**src/hw/rtl/tlfs_pkg.sv**
```systemverilog
// Shared constants, types and hash helpers for the TinyLFU frequency sketch.
// No dependencies; imported by every module of the block.
`timescale 1ns / 1ps
`default_nettype none
package tlfs_pkg;

  localparam int DEFAULT_ROWS           = 4;
  localparam int DEFAULT_MAX_WIDTH_LOG2 = 12;

  localparam logic [63:0] FNV_PRIME = 64'h0000_0100_0000_01b3;
  localparam logic [63:0] MIX_A     = 64'hbf58_476d_1ce4_e5b9;
  localparam logic [63:0] MIX_B     = 64'h94d0_49bb_1331_11eb;
  localparam logic [63:0] ROW_SEED  = 64'h9e37_79b9_7f4a_7c15;
  localparam logic [63:0] ROW_STEP  = 64'h27d4_eb2f_1656_67c5;
  localparam logic [63:0] GATE_SEED = 64'hcbf2_9ce4_8422_2325;
  localparam logic [3:0]  COUNT_MAX = 4'd15;

  localparam logic [3:0]  WIDTH_RESET    = 4'd12;
  localparam logic [31:0] INTERVAL_RESET = 32'd65536;

  // Configuration register indexes.
  localparam logic CFG_WIDTH_LOG2 = 1'b0;
  localparam logic CFG_DECAY      = 1'b1;

  typedef struct packed {
    logic [3:0]  width_log2;
    logic [31:0] decay_interval;
  } cfg_t;

  typedef enum logic [1:0] {
    F_BYTES,
    F_MUL,
    F_MOD,
    F_PUSH
  } front_state_t;

  typedef enum logic [2:0] {
    B_SWEEP,
    B_IDLE,
    B_READ,
    B_ACT,
    B_SET2,
    B_RES
  } back_state_t;

  // Seed of hash j: the first rows hashes are sketch rows, then two doorkeeper hashes.
  function automatic logic [63:0] hash_seed(input int j, input int rows);
    logic [63:0] s;
    if (j < rows) begin
      s = ROW_SEED + 64'(j) * ROW_STEP;
    end else begin
      s = GATE_SEED + 64'(j - rows) * FNV_PRIME;
    end
    return s;
  endfunction

  // One FNV-1a step; the prime is 2^40 + 0x1b3, so the product is shifts and adds.
  function automatic logic [63:0] fnv_step(input logic [63:0] x, input logic [7:0] b);
    logic [63:0] y;
    y = x ^ {56'd0, b};
    return (y << 40) + y + (y << 1) + (y << 4) + (y << 5) + (y << 7) + (y << 8);
  endfunction

endpackage
`default_nettype wire

```
**src/hw/rtl/tlfs_cmd_fifo.sv**
```systemverilog
// Two-entry command queue between the hashing front end and the table back end.
// Depends on tlfs_pkg for style only; width is set by the instantiating module.
`timescale 1ns / 1ps
`default_nettype none
module tlfs_cmd_fifo #(
  parameter int WIDTH = 1
) (
  input  logic             clk,
  input  logic             rst,
  input  logic             wr_valid,
  output logic             wr_ready,
  input  logic [WIDTH-1:0] wr_data,
  input  logic             rd_pop,
  output logic             rd_empty,
  output logic [WIDTH-1:0] rd_data
);
  import tlfs_pkg::*;

  logic [WIDTH-1:0] slot [2];
  logic       wp, rp;
  logic [1:0] cnt;
  logic       do_wr, do_rd;

  assign wr_ready = (cnt != 2'd2);
  assign rd_empty = (cnt == 2'd0);
  assign rd_data  = slot[rp];
  assign do_wr    = wr_valid && wr_ready;
  assign do_rd    = rd_pop && !rd_empty;

  always_ff @(posedge clk) begin
    if (rst) begin
      wp  <= 1'b0;
      rp  <= 1'b0;
      cnt <= 2'd0;
    end else begin
      if (do_wr) wp <= !wp;
      if (do_rd) rp <= !rp;
      cnt <= cnt + 2'(do_wr) - 2'(do_rd);
    end
  end

  always_ff @(posedge clk) begin
    if (do_wr) begin
      slot[wp] <= wr_data;
    end
  end

endmodule
`default_nettype wire

```
**config.mk**
```make
export PLATFORM = sky130hd
export DESIGN_NAME = tlfs_cmd_fifo
export DESIGN_NICKNAME = d
export VERILOG_FILES = /design/src/hw/rtl/tlfs_pkg.sv /design/src/hw/rtl/tlfs_cmd_fifo.sv
export SDC_FILE = /design/constraint.sdc
export NUM_CORES = 1
export LEC_CHECK = 0
export BUFFER_PORTS_ARGS = -buffer_cell sky130_fd_sc_hd__buf_2
export CORE_AREA = 2 2 39 41
export DETAILED_ROUTE_END_ITERATION = 10
export DIE_AREA = 0 0 41 43
export SYNTH_ARGS = -nofsm -noshare
export SYNTH_HDL_FRONTEND = slang
export SYNTH_SLANG_ARGS = --single-unit
```
**constraint.sdc**
```tcl
create_clock -name clk -period 2.05 [get_ports clk]
set_input_delay 0.41 -clock clk [delete_from_list [all_inputs] [get_ports clk]]
set_output_delay 0.41 -clock clk [all_outputs]
set_load 0.03 [all_outputs]
```
==> results of run 1 <==
==> logic make-up after synthesis <==
family,after synthesis,share of synthesized area
flip-flops,7,0.5080
buffers and inverters,1,0.01189
AO/OA/AOI/OAI,1,0.02778
multiplexers,2,0.08332
adder cells (fa/ha/maj),2,0.07935
AND/OR/NAND/NOR,13,0.2341
XOR/XNOR,2,0.05557
==> cell usage in the layout, fill, tap and decap left out, drive strengths merged <==
cell and instances:
nor3 1, dfxtp 5, o21a 1, inv 1
clkbuf 4, nand2 1, and2 1, mux2 2
buf 7, and3 1, nor2 6, nand2b 1
xor2 1, nor2b 2, edfxtp 2, ha 2
xnor2 1
==> power groups by stage <==
stage               combinational, mW  sequential (mW)  clock [mW]
floorplan                       0.197            0.216           0
global placement                0.243            0.222           0
detailed placement              0.246            0.224           0
CTS                             0.247            0.221       0.127
global route                    0.269            0.226       0.137
finish                          0.242            0.220       0.121
==> worst paths after layout <==
kind | startpoint | end | slack [ps] | cells after the start
hold reg to reg | rp | register | 530 | 2
setup / recovery | cnt[0] | cnt[1] | 490 | 8
hold / removal | wr_data | slot[1] | 360 | 1
setup reg to reg | cnt[0] | cnt[1] | 490 | 8
==> worst max-delay path, stage by stage, from the launching register on <==
cell and delay, ps:
dfxtp_1 370, nand2b_2 180, nand2_4 70, ha_1 270, inv_1 40, ha_1 170
xor2_1 140, and2_1 150, nor3_1 110
==> metal layers <==
| layer | part of all wire | track usage | up-vias |
|---|---|---|---|
| met5 | 0 | 0 | - |
| met4 | 0 | 0.06000 | 0 |
| met3 | 0.073 | 0.04712 | 0 |
| met2 | 0.55 | 0.1125 | 4 |
| met1 | 0.38 | 0.06536 | 100 |
| li1 | - | - | 116 |
==> layout make-up <==
cell class,instances,area [um2]
clock buffers,4,26.28
well taps,16,20.02
fillers,160,987.2
multi-input cells,20,151.4
flip-flops and latches,7,160.2
repair buffers,7,35.03
inverters,1,3.754
==> key figures, run 1 <==
Clock tree
  – CTS tree: done
  – Max Buffers Root-to-Sink: 2
  – Total CTS buffers: 3
  – Post-CTS setup buffer count: 0
  – Clock Latency Late Sink: 240 ps
  – Cts repair resizes: 0
  – CTS H-tree lvls: 1
  – CTS Sinks: 7
  – Hold Buf Count CTS: 0
  – Root Buffer: clkbuf_4
  – Clock transition at path regs: 50 ps

Synthesis
  – Post-synth top cells: 6 x nor2_1, 5 x dfxtp_1, 2 x edfxtp_1, 2 x ha_1, 2 x nor2b_1
  – Sequential share of the synthesized area: 0.5079
  – Synth top area cells: dfxtp_1 32%, edfxtp_1 19%, ha_1 7.9%, nor2_1 7.1%, mux2_4 4.8%
  – Syn_area_per_cell: 11.26 um2
  – Ys flop type: dfxtp_1
  – Area share of the largest cell type after synthesis: 0.3175
  – Synth warn: 0
  – Mapped Cells: 28
  – Mapped Area: 315.3 um2
  – Async S/R FF share, synth: 0
  – Leading area contributor after synthesis: dfxtp_1
  – Post-synthesis register bit count: 7
  – Syn_nets: 35
  – Post-synth EDFFs: 2
  – Netlist cell types: 16
  – Most instantiated library cell after synthesis: nor2_1

Power
  – Sw frac: 0.3674
  – PD cells: 1469 mW/mm2
  – Flop pwr share: 0.378
  – Net Switching: 0.2141 mW
  – Combinational power share: 0.415
  – Clock Power Share: 0.207
  – Pleak: 0.1803 nW
  – Overall Power: 0.5826 mW
  – Worst VDD drop: 0.3669 mV
  – Internal: 0.3685 mW

GRT
  – Largest net degree at the start of global routing: 7
  – Global-route usage over all layers: 0.07467
  – Grt ovf: 0
  – Global-route wire length before repair: 821 um
  – Number of global-route vias before repair: 243
  – Initial antenna violation count: 0

Placement
  – Placed wire-length estimate: 395.5 um
  – RD Place Congestion: 0.6204
  – Dpl cell area: 370.4 um2
  – Post-Place Worst Slack: 442.5 ps
  – Port bufs: 7
  – Placed cell count: 51

Setup path
  – Worst Path Class, Setup: reg -> reg
  – Arr. time, crit path: 1730 ps
  – CP endpoint kind: register
  – Worst-path maximum fanout: 4
  – Critical Path RT: 2220 ps
  – CP startpoint kind: register

Detailed routing
  – DRC errors left: 0
  – DRT iter0 DRCs: 0
  – Avg Vias per Cell: 4.000
  – Post-DRT Antenna Nets: 0
  – Via count: 220
  – Post-Route WL: 466 um
  – Pre-antenna DRT Iters: 1
  – DR WL/cell: 8.473 um

STA
  – Min Tclk post-route: 1561 ps
  – Final Max Slew Viols: 0
  – Period utilization: 0.7617
  – Final clock skew: 2.139 ps
  – Relative slew slack: 0.8708
  – Fmax: 640.4 MHz
  – # setup viols final: 0
  – Final setup TNS: 0 ps
  – Final hold slack: 361.1 ps
  – Slew @ Worst Pin: 192.5 ps
  – Final Hold Viols: 0
  – Unrepaired setup endpoints after global routing: false
  – Final WS setup: 488.5 ps

Cells and area
  – Layout net count: 47
  – Share of cells above drive strength 1: 0.4103
  – Final core utilization: 0.2866
  – Antenna Cells: 0
  – Post-route insts no fill: 55
  – Post-route cell area: 396.6 um2
  – Area growth from synthesis to layout: 25.79%

Die
  – Die width: 41 um
  – Core ar.: 0.001384 mm2
  – Std-Cell Rows: 14
  – IO Pins: 8
  – Chip height: 43 um
  – Die area: 0.001763 mm2
  – Starting Density: 0.2278

Flow run
  – Max cap viols: 0

Worst hold path
  – Worst Hold Class: in -> reg

Run status
  – Outcome: completed
No activity file was read; power rests on OpenSTA's default activity.
==> run 2, diff against run 1 <==
Clock period 2.05 ns to 1.49 ns, I/O delays scaled along.
==> key figures, run 2 (same netlist as run 1, synthesis figures left out) <==
Run status
  – Outcome: complete, but fails checks
  – Failing checks: setup timing

GRT
  – Grt ovf: 0
  – GR Util met3: 0.07853
  – Met1 Use GR: 0.07843
  – Routing usage on met2: 0.1063
  – Global-route wire length before repair: 841 um
  – Global-route usage over all layers: 0.07669
  – Initial antenna violation count: 0
  – Busiest layer in global routing: met2
  – Number of global-route vias before repair: 225
  – Largest net degree at the start of global routing: 7

Power
  – Combinational power share: 0.508
  – Clock Power Share: 0.170
  – Overall Power: 0.9986 mW
  – PD cells: 2036 mW/mm2
  – Net Switching: 0.3604 mW
  – Worst VDD drop: 0.8659 mV
  – Flop pwr share: 0.321
  – Pleak: 0.2127 nW
  – Sw frac: 0.3609
  – Internal: 0.6382 mW

Clock tree
  – Clock transition at path regs: 60 ps
  – Total CTS buffers: 3
  – Max Buffers Root-to-Sink: 2
  – CTS H-tree lvls: 1
  – CTS tree: done
  – Hold Buf Count CTS: 0
  – CTS Sinks: 7
  – Clock Latency Late Sink: 250 ps
  – Root Buffer: clkbuf_4

STA
  – Relative slew slack: 0.8786
  – # setup viols final: 1
  – Min Tclk post-route: 1492 ps
  – Final WS setup: -2.382 ps
  – Slew @ Worst Pin: 180.8 ps
  – Final Hold Viols: 0
  – Final Max Slew Viols: 0
  – Unrepaired setup endpoints after global routing: true
  – Period utilization: 1.002
  – Fmax: 670.1 MHz
  – Final clock skew: 6.790 ps

Die
  – Std-Cell Rows: 14
  – Starting Density: 0.2278
  – IO Pins: 8
  – Die width: 41 um
  – Chip height: 43 um
  – Core ar.: 0.001384 mm2
  – Die area: 0.001763 mm2

Placement
  – Port bufs: 7
  – RD Place Congestion: 0.6894
  – Placed wire-length estimate: 388.4 um
  – Dpl cell area: 419.2 um2

Detailed routing
  – DR WL/cell: 9.574 um
  – Post-Route WL: 584 um
  – DRT iter0 DRCs: 1
  – Pre-antenna DRT Iters: 2
  – DRC errors left: 0
  – Avg Vias per Cell: 4.000
  – Post-DRT Antenna Nets: 0
  – Via count: 244

Setup path
  – CP endpoint kind: register
  – Cell count along the critical path: 7
  – Critical Path RT: 1660 ps
  – CP Capture Point: cnt[1]
  – R2r startpoint: cnt[1]
  – Worst-path maximum fanout: 3
  – WP buf/inv: 1
  – Worst reg2reg path endpoint: cnt[1]
  – Crit path max-delay cell type: dfxtp_4
  – CP startpoint kind: register
  – CP startpoint: cnt[1]
  – Critical Path Most Common Cell: ha_4
  – Worst Path Class, Setup: reg -> reg
  – Worst path cell trace: o21a_4 -> ha_4 -> inv_2 -> ha_4 -> xor2_2 -> and2_1 -> nor3_1
  – Critical path's top delay family: adder cells
  – Flop-to-flop setup slack: -2 ps
  – Slowest stage delay, CP: 360 ps
  – Reg2reg path depth: 7
  – Arr. time, crit path: 1660 ps

Cells and area
  – Layout net count: 53
  – Share of cells above drive strength 1: 0.6222
  – Commonest non-fill, non-tap cells in the layout: 7 x buf_2, 6 x nor2_1, 6 x buf_4
  – Final core utilization: 0.3544
  – Area growth from synthesis to layout: 55.56%
  – Commonest non-fill, non-tap cell in the layout: buf_2
  – Antenna Cells: 0
  – Post-route cell area: 490.5 um2

Worst hold path
  – Worst Hold Launch: wr_data
  – Worst Hold Class: in -> reg

Flow run
  – Max cap viols: 0
==> run 2: stage by stage <==
stage,instances,hold WS (ps),setup slack (ps),setup TNS [ps]
after CTS,61,242.4,-14.96,-14.96
after detailed placement,55,498.4,-35.36,-35.36
after global placement,55,496.2,-22.25,-22.25
after floorplan,28,362.2,-20.56,-20.56
after global routing,61,239.5,-48.36,-48.36
final,61,250.3,-2.382,-2.382
==> run 2: layer usage <==
metal	wire, um	vias to the layer above	part of all wire
li1	-	127	-
met1	225	108	0.39
met2	300	9	0.51
met3	58	0	0.099
met4	0	0	0
met5	0	-	0
==> run 2: what timing repair did <==
action / CTS / global route
endpoints found under the setup margin: 1 / 1
resized for setup: 4 / 3
pin swaps: 4 / 2
setup buffers: 2 / 0
endpoints found under the hold margin: 0 / 0
gates cloned: 0 / 0
==> run 2: area by class of cell <==
| type | instances | area [um2] |
|---|---|---|
| Fill cell | 152 | 893.4 |
| Multi-Input combinational cell | 20 | 195.2 |
| Sequential cell | 7 | 165.2 |
| Timing Repair Buffer | 13 | 80.08 |
| Clock buffer | 4 | 26.28 |
| Tap cell | 16 | 20.02 |
| Inverter | 1 | 3.754 |
==> run 2: how the worst min path moves through the flow <==
stage / to / slack [ps] / depth (start not counted)
after global placement: slot[1] / 500 / 1
after CTS: slot[0] / 240 / 1
after detailed placement: slot[0] / 500 / 1
final: slot[0] / 250 / 1
after floorplan: cnt[0] / 360 / 1
after global routing: slot[1] / 240 / 1
==> run 2: worst register-to-register path, stage by stage (launching register included) <==
cell and delay, ps:
dfxtp_4 360, o21a_4 220, ha_4 260, inv_2 40
ha_4 150, xor2_2 140, and2_1 130, nor3_1 110
==> run 2: power groups by stage <==
stage | logic [mW] | clock network [mW] | registers [mW]
3_3_place_gp | 0.414 | 0 | 0.309
3_5_place_dp | 0.419 | 0 | 0.310
6_report | 0.508 | 0.170 | 0.321
5_1_grt | 0.557 | 0.187 | 0.327
2_1_floorplan | 0.292 | 0 | 0.304
4_1_cts | 0.482 | 0.177 | 0.308
==> run 3, diff against run 2 <==
Settings changed: ABC_AREA set to 1, SKIP_LAST_GASP set to 1.
==> key figures, run 3 <==
Die
  – Chip height: 43 um
  – Die width: 41 um
  – Core ar.: 0.001384 mm2
  – Starting Density: 0.2450
  – Die area: 0.001763 mm2
  – Std-Cell Rows: 14
  – IO Pins: 8

Setup path
  – Reg2reg path depth: 11
  – R2r startpoint: cnt[0]
  – Arr. time, crit path: 1500 ps
  – Critical Path RT: 1630 ps
  – Worst Path Class, Setup: reg -> reg
  – Flop-to-flop setup slack: 130 ps
  – Worst reg2reg path endpoint: cnt[1]
  – CP endpoint kind: register
  – Worst-path maximum fanout: 3
  – CP startpoint kind: register

Clock tree
  – CTS Sinks: 7
  – Root Buffer: clkbuf_4
  – Max Buffers Root-to-Sink: 2
  – Total CTS buffers: 3
  – CTS H-tree lvls: 1
  – Clock Latency Late Sink: 240 ps
  – Hold Buf Count CTS: 0
  – Clock transition at path regs: 50 ps
  – Post-CTS setup buffer count: 0
  – CTS tree: done

Synthesis
  – Ys flop type: dfxtp_1
  – Sequential share of the synthesized area: 0.4723
  – Post-synth EDFFs: 2
  – Area share of the largest cell type after synthesis: 0.2952
  – Most instantiated library cell after synthesis: inv_1
  – Post-synth top cells: 9 x inv_1, 7 x nand2_1, 6 x nor2_1, 5 x dfxtp_1
  – Syn_nets: 48
  – Synth top area cells: dfxtp_1 30%, edfxtp_1 18%, inv_1 10%, nand2_1 7.7%, ha_1 7.4%
  – Leading area contributor after synthesis: dfxtp_1
  – Async S/R FF share, synth: 0
  – Syn_area_per_cell: 8.270 um2
  – Netlist cell types: 13
  – Post-synthesis register bit count: 7
  – Mapped Cells: 41
  – Synth warn: 0
  – Mapped Area: 339.1 um2

GRT
  – Largest net degree at the start of global routing: 5
  – Global-route usage over all layers: 0.08797
  – Number of global-route vias before repair: 270
  – Grt ovf: 0
  – Initial antenna violation count: 0
  – Global-route wire length before repair: 993 um

Power
  – Worst VDD drop: 1.026 mV
  – PD cells: 2020 mW/mm2
  – Pleak: 0.2201 nW

Cells and area
  – Fillers: 155
  – Commonest non-fill, non-tap cell in the layout: inv_1
  – Antenna Cells: 0
  – Final core utilization: 0.3409
  – Share of cells above drive strength 1: 0.4717
  – Layout net count: 61
  – Commonest non-fill, non-tap cells in the layout: 8 x inv_1, 7 x buf_2, 6 x nor2_1
  – Area growth from synthesis to layout: 39.11%

Detailed routing
  – DRC errors left: 0
  – Metal2 WL: 261 um
  – Post-Route WL: 529 um
  – Via count: 288
  – Met3 routed WL: 50 um
  – Avg Vias per Cell: 4.174
  – DRT iter0 DRCs: 1
  – Max Used Layer: met3
  – Pre-antenna DRT Iters: 2
  – WL met1: 217 um
  – DR WL/cell: 7.667 um
  – Post-DRT Antenna Nets: 0

STA
  – Unrepaired setup endpoints after global routing: false
  – Final Hold Viols: 0
  – Relative slew slack: 0.8972
  – Final clock skew: 0.2645 ps
  – Final setup TNS: 0 ps
  – Fmax: 734.1 MHz
  – Final hold slack: 205.7 ps
  – # setup viols final: 0
  – Slew @ Worst Pin: 155.3 ps
  – Final Max Slew Viols: 0
  – Period utilization: 0.9142
  – Min Tclk post-route: 1362 ps

Worst hold path
  – Hold EP: cnt[0]
  – Worst Hold Launch: rst
  – Worst Hold Class: in -> reg
  – Min-Delay Path Depth: 2

Placement
  – Placed wire-length estimate: 417.4 um
  – Port bufs: 7
  – RD Place Congestion: 0.6911

Flow run
  – Max cap viols: 0

Run status
  – Outcome: completed
## run 3: worst max-delay path by stage
stage	from	to	slack, ps	cells past startpoint
after floorplan	cnt[0]	cnt[1]	7	10
after global placement	cnt[0]	cnt[1]	30	10
after detailed placement	cnt[0]	cnt[1]	20	10
after CTS	cnt[0]	cnt[1]	10	10
after global routing	cnt[0]	cnt[1]	20	11
final	cnt[0]	cnt[1]	130	11
## run 3: report_power, final
| group | total (mW) | switching [mW] | internal (mW) |
|---|---|---|---|
| combinational | 0.462 | 0.281 | 0.181 |
| sequential | 0.324 | 0.0558 | 0.268 |
| clock | 0.167 | 0.0647 | 0.102 |
| total | 0.953 | 0.401 | 0.552 |
## run 3: cells by family (layout without fill, tap and decap cells)
family                   count (synthesis)  after routing  synth area share
AND/OR/NAND/NOR                         20             20            0.2915
buffers and inverters                    9             21           0.09962
AO/OA/AOI/OAI                            2              2           0.02952
multiplexers                             1              1           0.03321
flip-flops                               7              7            0.4723
adder cells (fa/ha/maj)                  2              2           0.07379
## run 3: area by class of cell
type / count / area [um2] / share of cell area
tap: 16 / 20.02 / 0.04244
sequential: 7 / 165.2 / 0.3501
timing repair buffer: 8 / 42.54 / 0.09019
inverter: 9 / 33.78 / 0.07162
clock buffer: 4 / 26.28 / 0.05570
multi-input combinational: 25 / 183.9 / 0.3899
## run 3: what timing repair did
action | in CTS | in global routing
endpoints found under the hold margin | 0 | 0
endpoints found under the setup margin | 0 | 1
gates resized for setup | 0 | 8
## run 3: critical path, cell delays in order (launching register included)
cell	delay [ps]
dfxtp_4	360
inv_2	50
nand2_4	60
nand2_4	60
ha_4	220
inv_1	50
ha_2	160
inv_1	40
nand2_2	60
nand3_1	70
nand2_1	70
nor2_1	40
## run 3: per-stage QoR
stage	std cells	total power, mW	instance area [um2]	setup slack [ps]
global route	69	1.050	471.7	19.22
floorplan	41	0.6449	351.6	6.905
detailed placement	65	0.7417	414.1	17.26
finish	69	0.9531	471.7	127.9
CTS	69	0.9144	440.4	10.87
global placement	65	0.7370	414.1	28.33
## run 3: metal layers
layer,track usage,vias to the layer above
met1,0.09539,130
met3,0.07853,0
met4,0.02000,0
met5,0,-
met2,0.1250,9
li1,-,149
